===== src/rtl/core/dtf_pkg.sv =====
`default_nettype none
// ----------------------------------------------------------------------------
// dtf_pkg
// shared types and constants of the deduplicating task queue
// ----------------------------------------------------------------------------
package dtf_pkg;

    localparam int DEPTH_DEFAULT = 16;

    localparam int TYPE_W     = 3;
    localparam int ID_IN_W    = 32;
    localparam int ID_W       = 31;
    localparam int HANDLE_W   = 32;
    localparam int STATUS_W   = 3;

    localparam int IN_TDATA_W  = 72;
    localparam int OUT_TDATA_W = 72;

    typedef enum logic [STATUS_W-1:0] {
        ST_OK        = 3'd0,
        ST_INVALID   = 3'd1,
        ST_DUPLICATE = 3'd2,
        ST_FULL      = 3'd3,
        ST_EMPTY     = 3'd4
    } status_t;

    typedef enum logic [0:0] {
        OP_ENQUEUE = 1'b0,
        OP_DEQUEUE = 1'b1
    } op_t;

    // one queued task, type in the lowest bits
    typedef struct packed {
        logic [HANDLE_W-1:0] handle;
        logic [ID_W-1:0]     id;
        logic [TYPE_W-1:0]   task_type;
    } entry_t;

    localparam int ENTRY_W = $bits(entry_t);

endpackage : dtf_pkg
`default_nettype wire


===== src/rtl/core/dtf_ram.sv =====
`default_nettype none
// ----------------------------------------------------------------------------
// dtf_ram
// generic single-clock ram, one write port, one read port, registered read
// ----------------------------------------------------------------------------
module dtf_ram #(
    parameter int WIDTH = 8,
    parameter int DEPTH = 16
) (
    input  wire                      clk,
    input  wire                      we,
    input  wire  [$clog2(DEPTH)-1:0] waddr,
    input  wire  [WIDTH-1:0]         wdata,
    input  wire  [$clog2(DEPTH)-1:0] raddr,
    output logic [WIDTH-1:0]         rdata
);

    logic [WIDTH-1:0] mem [DEPTH];

    always_ff @(posedge clk)
    begin
        if (we)
        begin
            mem[waddr] <= wdata;
        end
        rdata <= mem[raddr];
    end

endmodule : dtf_ram
`default_nettype wire


===== src/rtl/core/dedup_task_fifo.sv =====
`default_nettype none
// ----------------------------------------------------------------------------
// dedup_task_fifo
// bounded fifo of tasks that rejects invalid, duplicate and overflow requests
// ----------------------------------------------------------------------------
// One request is worked at a time and every request returns exactly one
// result. Queued tasks (type, id, handle) live in one ram of DEPTH words with
// a registered read. A dequeue reads the head entry in S_DEQ, takes the data
// in S_DEQ_DATA and loads the output register from S_OUT once it is free. An
// enqueue with a negative id or no description is rejected as invalid; any
// other enqueue reads the queued entries from the head, one read a cycle
// with the compare in the cycle after, and stops at the first duplicate.
// The next request is taken while an earlier result still waits in the
// output register. The ram needs no clearing pass: only entries between
// head and tail are ever used.
// ----------------------------------------------------------------------------
module dedup_task_fifo #(
    parameter int DEPTH = dtf_pkg::DEPTH_DEFAULT
) (
    input  wire                                clk,
    input  wire                                rst_n,

    // request side
    input  wire                                s_tvalid,
    output logic                               s_tready,
    // task_type[2:0], task_id[34:3], description_handle[66:35],
    // description_present[67], zero[71:68]
    input  wire  [dtf_pkg::IN_TDATA_W-1:0]     s_tdata,
    // operation[0]
    input  wire                                s_tuser,

    // result side
    output logic                               m_tvalid,
    input  wire                                m_tready,
    // out_type[2:0], out_id[33:3], out_handle[65:34], zero[71:66]
    output logic [dtf_pkg::OUT_TDATA_W-1:0]    m_tdata,
    // status[2:0]
    output logic [dtf_pkg::STATUS_W-1:0]       m_tuser
);

    import dtf_pkg::*;

    localparam int PTR_W = $clog2(DEPTH);
    localparam int CNT_W = $clog2(DEPTH + 1);
    localparam int PAD_W = OUT_TDATA_W - ENTRY_W;

    localparam logic [PTR_W-1:0] LAST_POS  = PTR_W'(DEPTH - 1);
    localparam logic [CNT_W-1:0] FULL_CNT  = CNT_W'(DEPTH);

    typedef enum logic [2:0] {
        S_IDLE,
        S_DEQ,
        S_DEQ_DATA,
        S_SCAN,
        S_OUT
    } state_t;

    // request fields
    logic [TYPE_W-1:0]   in_type;
    logic [ID_IN_W-1:0]  in_id;
    logic [HANDLE_W-1:0] in_handle;
    logic                in_present;

    assign in_type    = s_tdata[TYPE_W-1:0];
    assign in_id      = s_tdata[TYPE_W+ID_IN_W-1:TYPE_W];
    assign in_handle  = s_tdata[TYPE_W+ID_IN_W+HANDLE_W-1:TYPE_W+ID_IN_W];
    assign in_present = s_tdata[TYPE_W+ID_IN_W+HANDLE_W];

    state_t              state_reg,     state_next;
    logic [PTR_W-1:0]    head_reg,      head_next;
    logic [CNT_W-1:0]    count_reg,     count_next;
    logic [CNT_W-1:0]    scan_idx_reg,  scan_idx_next;
    logic [PTR_W-1:0]    scan_pos_reg,  scan_pos_next;
    logic                pend_reg,      pend_next;
    entry_t              req_reg,       req_next;
    entry_t              res_reg,       res_next;
    status_t             status_reg,    status_next;
    logic                m_tvalid_reg,  m_tvalid_next;
    logic [OUT_TDATA_W-1:0] m_tdata_reg, m_tdata_next;
    logic [STATUS_W-1:0] m_tuser_reg,   m_tuser_next;

    // ram port
    logic                ram_we;
    logic [PTR_W-1:0]    ram_waddr;
    logic [PTR_W-1:0]    ram_raddr;
    entry_t              ram_rdata;
    logic [ENTRY_W-1:0]  ram_rdata_raw;

    logic                hit;

    dtf_ram #(
        .WIDTH (ENTRY_W),
        .DEPTH (DEPTH)
    ) u_store (
        .clk   (clk),
        .we    (ram_we),
        .waddr (ram_waddr),
        .wdata (req_reg),
        .raddr (ram_raddr),
        .rdata (ram_rdata_raw)
    );

    assign ram_rdata = entry_t'(ram_rdata_raw);

    assign s_tready = (state_reg == S_IDLE);
    assign m_tvalid = m_tvalid_reg;
    assign m_tdata  = m_tdata_reg;
    assign m_tuser  = m_tuser_reg;

    // compare of the entry read in the previous scan cycle
    assign hit = pend_reg
              && (ram_rdata.task_type == req_reg.task_type)
              && (ram_rdata.id == req_reg.id);

    always_comb
    begin
        state_next    = state_reg;
        head_next     = head_reg;
        count_next    = count_reg;
        scan_idx_next = scan_idx_reg;
        scan_pos_next = scan_pos_reg;
        pend_next     = 1'b0;
        req_next      = req_reg;
        res_next      = res_reg;
        status_next   = status_reg;
        m_tdata_next  = m_tdata_reg;
        m_tuser_next  = m_tuser_reg;
        m_tvalid_next = m_tvalid_reg && !m_tready;
        ram_we        = 1'b0;
        ram_waddr     = scan_pos_reg;
        ram_raddr     = scan_pos_reg;

        unique case (state_reg)
            S_IDLE:
            begin
                if (s_tvalid)
                begin
                    req_next.task_type = in_type;
                    req_next.id        = in_id[ID_W-1:0];
                    req_next.handle    = in_handle;
                    res_next           = '0;
                    status_next        = ST_OK;
                    if (op_t'(s_tuser) == OP_DEQUEUE)
                    begin
                        if (count_reg == '0)
                        begin
                            status_next = ST_EMPTY;
                            state_next  = S_OUT;
                        end
                        else
                        begin
                            state_next = S_DEQ;
                        end
                    end
                    else if (in_id[ID_IN_W-1] || !in_present)
                    begin
                        status_next = ST_INVALID;
                        state_next  = S_OUT;
                    end
                    else
                    begin
                        scan_idx_next = '0;
                        scan_pos_next = head_reg;
                        state_next    = S_SCAN;
                    end
                end
            end

            S_DEQ:
            begin
                ram_raddr  = head_reg;
                head_next  = (head_reg == LAST_POS) ? '0 : head_reg + 1'b1;
                count_next = count_reg - 1'b1;
                state_next = S_DEQ_DATA;
            end

            S_DEQ_DATA:
            begin
                res_next   = ram_rdata;
                state_next = S_OUT;
            end

            S_SCAN:
            begin
                if (hit)
                begin
                    status_next = ST_DUPLICATE;
                    state_next  = S_OUT;
                end
                else if (scan_idx_reg < count_reg)
                begin
                    // issue the next read, compare it next cycle
                    pend_next     = 1'b1;
                    scan_idx_next = scan_idx_reg + 1'b1;
                    scan_pos_next = (scan_pos_reg == LAST_POS) ? '0 : scan_pos_reg + 1'b1;
                end
                else if (count_reg == FULL_CNT)
                begin
                    status_next = ST_FULL;
                    state_next  = S_OUT;
                end
                else
                begin
                    // scan position now sits on the tail
                    ram_we     = 1'b1;
                    count_next = count_reg + 1'b1;
                    state_next = S_OUT;
                end
            end

            S_OUT:
            begin
                if (!m_tvalid_reg || m_tready)
                begin
                    m_tvalid_next = 1'b1;
                    m_tdata_next  = {{PAD_W{1'b0}}, res_reg};
                    m_tuser_next  = status_reg;
                    state_next    = S_IDLE;
                end
            end

            default:
            begin
                state_next = S_IDLE;
            end
        endcase
    end

    always_ff @(posedge clk or negedge rst_n)
    begin
        if (!rst_n)
        begin
            state_reg    <= S_IDLE;
            head_reg     <= '0;
            count_reg    <= '0;
            scan_idx_reg <= '0;
            scan_pos_reg <= '0;
            pend_reg     <= 1'b0;
            req_reg      <= '0;
            res_reg      <= '0;
            status_reg   <= ST_OK;
            m_tvalid_reg <= 1'b0;
            m_tdata_reg  <= '0;
            m_tuser_reg  <= '0;
        end
        else
        begin
            state_reg    <= state_next;
            head_reg     <= head_next;
            count_reg    <= count_next;
            scan_idx_reg <= scan_idx_next;
            scan_pos_reg <= scan_pos_next;
            pend_reg     <= pend_next;
            req_reg      <= req_next;
            res_reg      <= res_next;
            status_reg   <= status_next;
            m_tvalid_reg <= m_tvalid_next;
            m_tdata_reg  <= m_tdata_next;
            m_tuser_reg  <= m_tuser_next;
        end
    end

endmodule : dedup_task_fifo
`default_nettype wire


===== config.mk =====
export PLATFORM = sky130hd
export DESIGN_NAME = dedup_task_fifo
export DESIGN_NICKNAME = d
export VERILOG_FILES = /design/src/rtl/core/dtf_pkg.sv /design/src/rtl/core/dtf_ram.sv /design/src/rtl/core/dedup_task_fifo.sv
export SDC_FILE = /design/constraint.sdc
export NUM_CORES = 2
export LEC_CHECK = 0
export CELL_PAD_IN_SITES_DETAIL_PLACEMENT = 0
export CELL_PAD_IN_SITES_GLOBAL_PLACEMENT = 1
export CORE_ASPECT_RATIO = 0.5
export CORE_MARGIN = 2
export CORE_UTILIZATION = 50
export DETAILED_ROUTE_END_ITERATION = 10
export DONT_BUFFER_PORTS = 1
export PLACE_DENSITY_LB_ADDON = 0.12
export SYNTH_ARGS = -nofsm -noshare
export SYNTH_HDL_FRONTEND = slang
export SYNTH_SLANG_ARGS = --single-unit

===== constraint.sdc =====
create_clock -name clk -period 9.6 [get_ports clk]
set_input_delay 0 -clock clk [delete_from_list [all_inputs] [get_ports clk]]
set_output_delay 0 -clock clk [all_outputs]
set_load 0.005 [all_outputs]

# Word-level counts from Yosys, hierarchy flattened
# Memory sizes are Yosys's and may differ from the RTL's. A register that Yosys moved wholly into a read port is not among the register bits.
# Cells that the tools add are included.
[classes] n_addsub=5 order_cmp=1 eq_ne=19 muxes=48 n_reduce_logical=20
[op_table] cell="66-bit case mux with 2 select lines" count=1
[op_table] cell="66-bit 2-to-1 mux" count=1
[op_table] cell="5-bit 2-to-1 mux" count=8
[op_table] cell="3-bit 2-to-1 mux" count=13
[op_table] cell="4-bit 2-to-1 mux" count=8
[op_table] cell="31-bit equality test" count=1
[op_table] cell="5-bit case mux with 2 select lines" count=2
[op_table] cell="2-bit != test (second input constant)" count=8
[op_table] cell="3-bit case mux with 5 select lines" count=1
[op_table] cell="1-bit 2-to-1 mux" count=12
[op_table] cell="5-bit by 1-bit adder with 5-bit output (second input constant)" count=2
[op_table] cell="4-bit by 1-bit adder with 4-bit output (second input constant)" count=2
[op_table] cell="4-bit equality test (second input constant)" count=2
[op_table] cell="4-bit case mux with 2 select lines" count=1
[op_table] cell="4-bit AND reduction" count=2
[op_table] cell="3-bit by 2-bit equality test with 1-bit output (second input constant)" count=2
[op_table] cell="3-bit != test (second input constant)" count=2
[op_table] cell="3-bit case mux with 2 select lines" count=1
[op_table] cell="2-bit AND reduction" count=3
[op_table] cell="6-bit AND reduction" count=1
[op_table] cell="2-bit nonzero test" count=3
[op_table] cell="5-bit equality test (second input constant)" count=1
[op_table] cell="5-bit logical NOT" count=1
[op_table] cell="5-bit < comparator" count=1
[op_table] cell="9 further kinds" count=14
[totals] register_bits=227 ramBits=1056 input_bits=77 out_inout_bits=77 elab_cells=110 n_memories=1
[mem_list] name="u_store.mem" depth=16 width=66 rd=1 rd_ports_with_merged_regs=1 wr=1 line_no="dtf_ram.sv:18" text="logic [WIDTH-1:0] mem [DEPTH];"

# Logic depth before layout (Yosys ltp)
[logic_depth] ltp_word=7 ltp_mapped=13 ltp_nobuf=10

# By module
# Synthesis repeated with hierarchy kept, for this count alone.
[unflattened] cells_unflattened=2643 hier_area_um2=50533.5
[by_module_without_submodules] mod="dtf_ram" n_inst=1 cells_per_inst=1698 area_per_inst_um2=40800.4 seq_area_each_um2=33031.7
[by_module_without_submodules] mod="dedup_task_fifo" n_inst=1 cells_per_inst=945 area_per_inst_um2=9733.1 seq_area_each_um2=5680.4

# Worst setup path before layout
# No wires, ideal clock.
[synth_timing] kind="register to register" startpoint="register count_reg[1]" endpoint="memory u_store.mem[3][0] in the netlist's numbering, enable pin" t_arrival_ps=8351 t_required_ps=8924 setup_slack_ps=573 stages_incl_launch_ff=9 n_path_buf=1 period_less_slack_ps=9027 cell_sequence="dfrtp_1 > inv_1 > ha_1 > o211ai_1 > o21ai_0 > o21a_1 > nand2_1 > clkbuf_1 > nor4b_1"
[synth_via] elab_chain_len=7 word_cells_on_any_way=8 classes_between="order compare: 1; eq/ne: 1; mux: 6"
[synth_lines] element="start: declaration" line_no="dedup_task_fifo.sv:71" text="logic [CNT_W-1:0] count_reg, count_next;"
[synth_lines] element="start signal: assignment" line_no="dedup_task_fifo.sv:250" text="count_reg <= count_next;"
[synth_lines] element="parallel branches: the longest is 2 deep, another holds 5-bit < comparator"
[synth_lines] element="1-bit 2-to-1 mux (*)" line_no="dedup_task_fifo.sv:190" text="else if (scan_idx_reg < count_reg)"
[synth_lines] element="1-bit 2-to-1 mux (*)" line_no="dedup_task_fifo.sv:185" text="if (hit)"
[synth_lines] element="1-bit 2-to-1 mux (*)" line_no="dedup_task_fifo.sv:133" text="unique case (state_reg)"
[synth_lines] element="1-bit 2-to-1 mux (*)" line_no="dtf_ram.sv:22" text="if (we)"
[synth_lines] element="1-bit 2-to-1 mux (not written as such) (*)" line_no="dtf_ram.sv:24" text="mem[waddr] <= wdata;"
[synth_lines] element="end: declaration" line_no="dtf_ram.sv:18"
# Every way passes the cells marked *.

# Worst setup path after layout
[layout_timing] startpoint="register req_reg[31] in the netlist's numbering" endpoint="memory u_store.mem[11][44] in the netlist's numbering, enable pin"
[layout_via] elab_chain_len=6
[layout_lines] element="start: declaration" line_no="dedup_task_fifo.sv:75" text="entry_t req_reg, req_next;"
[layout_lines] element="start signal: assignment" line_no="dedup_task_fifo.sv:254" text="req_reg <= req_next;"
[layout_lines] element="31-bit equality test" line_no="dedup_task_fifo.sv:113" text="&& (ram_rdata.id == req_reg.id);"
[layout_lines] element="1-bit logical AND" line_no="dedup_task_fifo.sv:113"
[layout_lines] element="1-bit 2-to-1 mux" line_no="dedup_task_fifo.sv:185"
[layout_lines] element="1-bit 2-to-1 mux" line_no="dedup_task_fifo.sv:133"
[layout_lines] element="1-bit 2-to-1 mux" line_no="dtf_ram.sv:22"
[layout_lines] element="1-bit 2-to-1 mux (not written as such)" line_no="dtf_ram.sv:24"
# No other way between the ends.

==> metrics.md <==
| Metric | Value |
|---|---|
| # resized after CTS | `0` |
| Min-Delay Path Class | `in2reg` |
| Run status | `completed` |
| Gpl congestion | `~0.77` |
| RSZ-0062 raised after global routing | `false` |
| Worst skew pair latency | `approximately 700 ps` |
| CP cell instances | `xnor2_1 -> nand4_1 -> nor4_1 -> nand3_1 -> buf_4 -> nand2_1 -> nor3_2 -> buf_4 -> buf_4` |
| R2r setup slk | `~4700 ps` |
| Drt drc | `0` |
| Max Clk Rate | `~0.2 GHz` |
| Wirelength per Cell | `27.5 um` |
| Vias | `about 25k` |
| Ant. Diodes | `0` |
| FILL cells | `approximately 7.6k` |
| Hpwl dp | `59200 um` |
| Die X | `about 450 um` |
| DP Area | `around 52000 um^2` |
| Worst-margin pin slew | `about 1100 ps` |
| Count of flip-flops with a built-in enable after synthesis | `1056` |
| Switching portion of total power | `31.3%` |
| CTS tree | `yes` |
| Pwr dens | `312 nW/um^2` |
| DIE AREA | `roughly 100000 um^2` |
| GRT overflow | `0` |
| Crit-path most repeated cell | `buf_4` |
| I/O pins | `154` |
| Clock network fraction of design power | `27.0%` |
| Rows | `82` |
| Share of cells above drive strength 1 | `~20%` |
| Max_cap viols | `0` |
| Vias/cell | `~5.9` |
| CP max-delay cell | `nor3_2` |
| Num Clock Sinks | `~1.3k` |
| Headroom to the max-slew limit | `a little over a quarter` |
| Largest register FFs | `between 1k and 1.5k` |
| Worst VDD drop | `around 320 uV` |
| Final WL | `119000 um` |
| Part of the power in combinational logic | `approximately a quarter` |
| YS warnings | `0` |
| Num CTS Buffers | `around 120` |
| Core ar. | `~100000 um^2` |
| CTS max path bufs | `3` |
| Total power | `approximately 18 mW` |
| Post-route minimum period | `~4900 ps` |
| Via count of the first global-routing pass | `~26k` |
| Fin. Hold Viols | `0` |
| Mapped cell area | `just over 50000 um^2` |
| Worst-path clk slew | `~70 ps` |
| CP arrival | `5280 ps` |
| Placement Setup Slack | `between 4000 and 5000 ps` |
| Max-slew violation count | `0` |
| Area growth syn-to-layout | `13.9%` |
| Slowest stage delay, CP | `1000 ps` |
| Tcrit/Tclk final | `51.5%` |
| Antenna viol nets, final | `0` |
| Maximum fanout along the worst path | `43` |
| Nets@finish | `2963` |
| Port Buffers | `0` |
| Synth cell types | `56` |
| Multi-input gate area | `about 11000 um^2` |
| Largest net degree at the start of global routing | `~230` |
| First DRT Iteration DRCs | `2818` |
| Top reg by flops | `u_store.mem` |
| CP Launch Type | `flop` |
| Cell area after layout | `between 50000 and 60000 um^2` |
| H-tree Lvls | `3` |
| Antenna violations before repair | `0` |
| Psw | `about 5.6 mW` |
| Part of the Yosys area used for sequential elements | `76.3%` |
| First-pass DRT Iterations | `6` |
| Starting Density | `50.6%` |
| Leak Pwr | `just under 20 nW` |
| Clock Tree Root | `clkbuf_16` |
| First-pass GRT wire length | `around 180000 um` |
| Worst Path Required | `a little under 10000 ps` |
| Nature of the critical path endpoint | `flop` |
| Chip height | `between 200 and 250 um` |
| Clock skew | `approximately 26 ps` |
| Number of synthesized register bits | `about 1.3k` |
| Setup TNS | `0 ps` |
| # setup viols final | `0` |
| Register Area | `38700 um^2` |
| Mapped Avg Cell Area | `approximately 19 um^2` |
| Post-synth ARST share | `approximately 17%` |
| Most used flip-flop cell after synthesis | `edfxtp_1` |
| Internal Power | `between 10 and 15 mW` |
| Mapped Cells | `~2.7k` |
| Flop pwr share | `a little under half` |
| Final WS setup | `roughly 4700 ps` |
| Combined global-route utilization of all metal layers | `about a quarter` |
| Crit Path Class | `reg2reg` |
## critical path: cells and delay by family, from the launching register on
kind	cells	cell delay, ps
flip-flops	1	710
buffers and inverters	3	1550
AND/OR/NAND/NOR	5	1880
XOR/XNOR	1	340
## routing by layer
metal | wire length (um) | share of wire, % | global-route usage (%)
met5 | 0 | 0 | 0
met1 | 55100 | 46 | 35.8
met2 | 55200 | 46 | 35.7
met3 | 6470 | 5.4 | 3.76
met4 | 2020 | 1.7 | 5.07
## per-stage QoR
step	util, %	hold slack (ps)	cells
CTS	57.5	0.315	4315
finish	57.6	33.1	4317
detailed placement	52.2	-287	3956
global route	57.6	19.2	4317
global placement	52.2	-288	3956
floorplan	-	-296	2704
## area by class of cell
cell class | instances | area share (%)
repair buffers | 199 | 3.35
flip-flops and latches | 1349 | 67.0
inverters | 17 | 0.110
multi-input cells | 1189 | 19.8
well taps | 1344 | 2.91
clock buffers | 164 | 5.70
clock inverters | 55 | 1.11
## cell usage in the layout (no fill, tap or decap), types with 14 or more instances in the layout
cell type,n
a22oi_1,132
inv_1,16
o21ai_0,78
clkbuf_8,17
nand3_1,23
a21oi_1,14
nand4_1,23
nand2_1,417
clkbuf_1,29
edfxtp_1,1056
clkbuf_16,118
xnor2_1,31
dfrtp_1,227
dlygate4sd3_1,140
mux4_2,264
clkinv_2,23
buf_4,53
mux2_2,73
dfxtp_1,66
## power groups by stage
stage / Combinational [mW] / Sequential (mW) / Clock (mW)
floorplan: 3.51 / 8.16 / 0
global placement: 4.65 / 8.49 / 0
detailed placement: 4.68 / 8.55 / 0
CTS: 4.83 / 8.42 / 4.96
global route: 5.18 / 8.55 / 5.21
finish: 4.74 / 8.42 / 4.86
## Yosys cell counts (all sizes together), types with 4 or more instances
cell,count,area (um^2)
edfxtp,1056,31700
nand2,418,1570
mux4,264,5950
dfrtp,227,5680
a22oi,132,991
o21ai,79,395
buf,76,424
clkbuf,73,274
mux2,73,822
dfxtp,66,1320
xnor2,31,272
nand3,23,115
nand4,23,144
inv,17,63.8
a21oi,16,83.8
nor3,15,75.1
nor2,14,68.8
ha,13,163
nand2b,11,68.8
nor4,9,56.3
nor4b,9,78.8
o211ai,6,45.0
o22ai,5,31.3
nor2b,4,25.0
## cell families (layout without fill, tap and decap cells)
kind of cell,after synthesis,count (layout),share of synthesized area [%]
DFF,1349,1349,76.3
and+or+nand+nor,535,535,4.46
muxes,339,339,13.4
AOI/OAI and AO/OA,263,263,3.45
buffers and inverters,166,435,1.50
xor gates and xnor gates,32,32,0.552
adders and majority gates,14,14,0.360
other,1,6,0.00739
## what timing repair did
item	4_1_cts	5_1_grt
hold endpoints to repair	316	43
buffers inserted	0	0
hold buffers	140	1
## worst paths after layout
kind | startpoint | to | cells after the start
worst max-delay path | req_reg[31] | u_store.mem[11][44] | 9
worst min-delay path | s_tdata[47] | req_reg[46] | 3
min in group asynchronous | rst_n | req_reg[55] | 3
worst max register to register | req_reg[31] | u_store.mem[11][44] | 9
max in group asynchronous | rst_n | m_tdata[18] | 4
worst min register to register | u_store.rdata[41] | res_reg[41] | 2
(Power assumes the default switching activity.)
